### config.mk
export PLATFORM = sky130hd
export DESIGN_NAME = slr_cell
export DESIGN_NICKNAME = d
export VERILOG_FILES = /design/src/sv/slr_pkg.sv /design/src/sv/slr_cell.sv
export SDC_FILE = /design/constraint.sdc
export NUM_CORES = 1
export LEC_CHECK = 0
export BUFFER_PORTS_ARGS = -buffer_cell sky130_fd_sc_hd__buf_2
export CORE_AREA = 4 4 162 164
export DETAILED_ROUTE_END_ITERATION = 8
export DIE_AREA = 0 0 166 168
export PLACE_DENSITY = 0.62
export RECOVER_POWER = 25
export SETUP_SLACK_MARGIN = 0.02
export SYNTH_ARGS = -nofsm -noshare
export SYNTH_HDL_FRONTEND = slang
export SYNTH_SLANG_ARGS = --single-unit
### constraint.sdc
create_clock -name clk -period 5.1 [get_ports clk]
set_input_delay 0.765 -clock clk [delete_from_list [all_inputs] [get_ports clk]]
set_output_delay 0.765 -clock clk [all_outputs]
set_load 0.03 [all_outputs]
### src/sv/slr_pkg.sv
// ----------------------------------------------------------------------------
// slr_pkg: shared types for the sorted leaderboard
// Entry layout, cell control word, cell operations and sequencer states.
// ----------------------------------------------------------------------------
package slr_pkg;

  localparam int NAME_LO_W = 64;
  localparam int NAME_HI_W = 8;
  localparam int SCORE_W   = 32;
  localparam int RANK_W    = 5;

  typedef struct packed {
    logic [NAME_LO_W-1:0] name_lo;
    logic [NAME_HI_W-1:0] name_hi;
    logic [SCORE_W-1:0]   score;
  } slr_entry_t;

  typedef enum logic [1:0] {
    OP_HOLD,
    OP_REMOVE,
    OP_INSERT,
    OP_ROTATE
  } slr_op_t;

  typedef struct packed {
    slr_op_t op;
    logic    valid;  // cell holds a live entry
    logic    shift;  // a matching name sits at or above this cell
  } slr_cell_ctl_t;

  typedef enum logic [1:0] {
    ST_IDLE,
    ST_REMOVE,
    ST_INSERT,
    ST_EMIT
  } slr_state_t;

endpackage

### src/sv/slr_cell.sv
// ----------------------------------------------------------------------------
// slr_cell: one slot of the leaderboard chain
// Holds one entry; on command takes its own, a neighbor's or the new entry.
// ----------------------------------------------------------------------------
module slr_cell (
  input  logic                   clk,
  input  slr_pkg::slr_cell_ctl_t ctl,
  input  slr_pkg::slr_entry_t    new_entry,
  input  slr_pkg::slr_entry_t    prev_entry,
  input  slr_pkg::slr_entry_t    next_entry,
  input  logic                   below_prev,
  output logic                   below_o,
  output logic                   match_o,
  output slr_pkg::slr_entry_t    entry_o
);

  slr_pkg::slr_entry_t entry_r;
  slr_pkg::slr_entry_t entry_nxt;

  // Empty cells count as lower than anything, so the new entry lands at the tail.
  assign below_o = !ctl.valid || ($signed(entry_r.score) < $signed(new_entry.score));
  assign match_o = ctl.valid && (entry_r.name_lo == new_entry.name_lo)
                             && (entry_r.name_hi == new_entry.name_hi);
  assign entry_o = entry_r;

  always_comb begin
    entry_nxt = entry_r;
    unique case (ctl.op)
      slr_pkg::OP_HOLD: begin
        entry_nxt = entry_r;
      end
      slr_pkg::OP_REMOVE: begin
        if (ctl.shift) begin
          entry_nxt = next_entry;
        end
      end
      slr_pkg::OP_INSERT: begin
        if (below_prev) begin
          entry_nxt = prev_entry;
        end else if (below_o) begin
          entry_nxt = new_entry;
        end
      end
      slr_pkg::OP_ROTATE: begin
        entry_nxt = next_entry;
      end
      default: begin
        entry_nxt = entry_r;
      end
    endcase
  end

  always_ff @(posedge clk) begin
    entry_r <= entry_nxt;
  end

endmodule

==> flow_summary_export.csv <==
group,metric,value,unit
run_status,outcome,"finished, final reports clean",
clock_network,cts.reportedPaths.clkPinSlew,0.08,ns
clock_network,cts_hold_buffers,0,
clock_network,clock_sink_count,104,
placement,detailed_place_hpwl,22000,um
clock_network,cts_inserted_buffers,9,
layout,multi_input_area,3470,um^2
route,firstDrtPassIters,5,
clock_network,cts-htree-levels,3,
setup_path,worstSetupEndpointType,"primary output",
global_route,grt_antenna_before_repair,0,
placement,portBuffers,423,
route,num_vias,6595,
setup_path,startpoint_type,"primary input",
global_route,maximum_number_of_pins_on_one_net_before_global_route_repair,122,
route,routed_length_on_met1,11300,um
setup_path,worst_ep_arrival_time,2.77,ns
hold_path,min-delay-path-class,"primary input to flip-flop",
floorplan,io-pin-count,424,
clock_network,cts.path.max_buffers,2,
setup_path,path_class,"primary input to primary output",
clock_network,post-cts-setup-buffer-count,0,
route,route.top_layer_used,"met4",
clock_network,cts_repair_resize_count,0,
synthesis,share_of_synthesized_area_occupied_by_flip_flops_and_latches,45.3,%
timing,rsz_0062_raised_after_global_routing,"no",
layout,antenna_cells_inserted,0,
placement,dpl-instance-area,9340,um^2
global_route,grt_remaining_overflow,0,
timing,fin_tns_setup,0,ns
timing,fmax,283,MHz
layout,design_area,9530,um^2
floorplan,core_area,24900,um^2
timing,finalSetupViolCount,0,
placement,gp_congestion,0.934,
layout,layout-drive-gt1-share,34.3,%
synthesis,syn_nets,1029,
pwr,ir_worst_vdd,0.169,mV
synthesis,avgSynthCellArea,10.1,um^2
job,max-cap-violations,0,
setup_path,timing.critical_path.required,4.34,ns
layout,final_core_util,38.3,%
global_route,grt_use_total,17.9,%
route,wl_per_cell,18.7,um
layout,finish.net_count,1432,
synthesis,yosys_register_bits,104,
route,post-route-drc-count,0,
layout,area_growth,38.3,%
clock_network,clock_latency,0.35,ns
synthesis,async_flop_share,0,%
layout,seq_area,3120,um^2
pwr,p_leak,4.53,nW
layout,fillCellCount,2546,
route,final_antenna_net_count,0,
global_route,first_global_vias,6556,
synthesis,yosys_most_used_dff,"edfxtp_1",
floorplan,initial_utilization,27.7,%
route,iter_0_drt_violations,343,
synthesis,synth_cell_types,36,
global_route,grt_pass1_wl,38600,um
floorplan,fp.dieW,166,um
timing,drv_slew,0,
floorplan,die_y,168,um
synthesis,ys.warnings.count,0,
placement,place_inst,1402,
timing,final_hold_viol_count,0,
floorplan,die_outline_area,27900,um^2
synthesis,post_synthesis_instance_area,6890,um^2
timing,layout_worst_path_cycle_share,69.2,%
pwr,power_per_standard_cell_area,273,nW/um^2
timing,post-route-min-period,3.53,ns
layout,largest_register_ffs,104,
setup_path,critical_path_peak_fanout,4,
route,routed_wirelength,26600,um
synthesis,synth-edff-count,104,
timing,max_slew_margin,41.4,%
synthesis,synthMostInstantiatedCell,"nand2_1",
synthesis,synth.area.top_cells,"edfxtp_1 (45%), mux2i_1 (15%), o21ai_0 (8.1%), nand2_1 (6.3%), ha_1 (5.6%)",
floorplan,row_count,58,
timing,clock_skew,0.0123,ns
synthesis,synth_top_area_share,45.3,%
clock_network,cts_root_buf,"clkbuf_16",
synthesis,synth_top_cells_by_count,"nand2_1 (116), o21ai_0 (111), mux2i_1 (105)",
route,wl_met3,1630,um
route,route.detailed.vias_per_inst,4.65,
layout,fin_cells,1418,
clock_network,tritoncts,"built",
synthesis,synthesis.instances,680,
route,met2_wirelength,13100,um
timing,worst_slew_pin_slew,0.879,ns
synthesis,post-synth-top-area-cell,"edfxtp_1",
## layout by cell type, fill, tap and decap left out, drive strengths merged, types with 11 or more instances in the layout
master,n
inv,46
nand4,15
nor4,11
buf,349
nand2,116
xor2,23
xnor2,38
edfxtp,104
ha,31
a21oi,13
clkbuf,87
mux2i,105
o21ai,111
## critical path, stage by stage
cell      delay, ns
buf_2          0.09
inv_1          0.05
ha_1           0.34
nand4_1        0.17
nor3_2         0.29
nand3_1        0.20
a311oi_2       0.37
nor2_1         0.11
mux2i_1        0.15
buf_2          0.23
## per-layer routing
metal / track usage, % / up-vias
met5: 0 / -
met4: 4.84 / 0
met3: 3.62 / 32
met2: 30.9 / 248
met1: 23.0 / 3065
li1: - / 3250
## power breakdown
group | leakage (nW) | switching, mW | internal, mW | total (mW)
sequential | 1.04 | 0.0632 | 1.06 | 1.12
clock | 0.140 | 0.347 | 0.343 | 0.690
combinational | 3.35 | 0.507 | 0.280 | 0.786
## worst paths after layout
kind                          from               endpoint  slack (ns)  depth (start not counted)
min reg2reg  entry_o[31]$_DFFE_PP_  entry_o[20]$_DFFE_PP_        1.40                          5
max reg2reg  entry_o[21]$_DFFE_PP_  entry_o[26]$_DFFE_PP_        1.92                          8
min                 next_entry[91]  entry_o[91]$_DFFE_PP_        0.68                          3
max                  new_entry[31]                below_o        1.57                         10
## final cells by class
cell class / instances / area share (%)
Clock buffer: 9 / 2.36
Timing Repair Buffer: 427 / 21.8
Sequential cell: 104 / 32.8
Inverter: 42 / 1.65
Multi-Input combinational cell: 499 / 36.4
Tap cell: 330 / 4.33
Clock inverter: 7 / 0.643
## metrics by stage
step | power, mW | hold slack (ns) | setup WS [ns]
after floorplan | 1.60 | 0.952 | 0.170
after CTS | 2.65 | 0.657 | 1.60
after global placement | 1.94 | 1.04 | 1.47
final | 2.60 | 0.681 | 1.57
after global routing | 2.74 | 0.671 | 1.41
after detailed placement | 1.95 | 1.04 | 1.43
## kinds of logic after synthesis
| group | count (synthesis) | share of synthesized area, % |
|---|---|---|
| buffers and inverters | 77 | 4.48 |
| DFF | 104 | 45.3 |
| adders and majority gates | 31 | 5.63 |
| muxes | 105 | 15.3 |
| AOI/OAI and AO/OA | 142 | 11.3 |
| xor gates and xnor gates | 61 | 7.75 |
| and+or+nand+nor | 160 | 10.3 |
(Power assumes the default switching activity.)
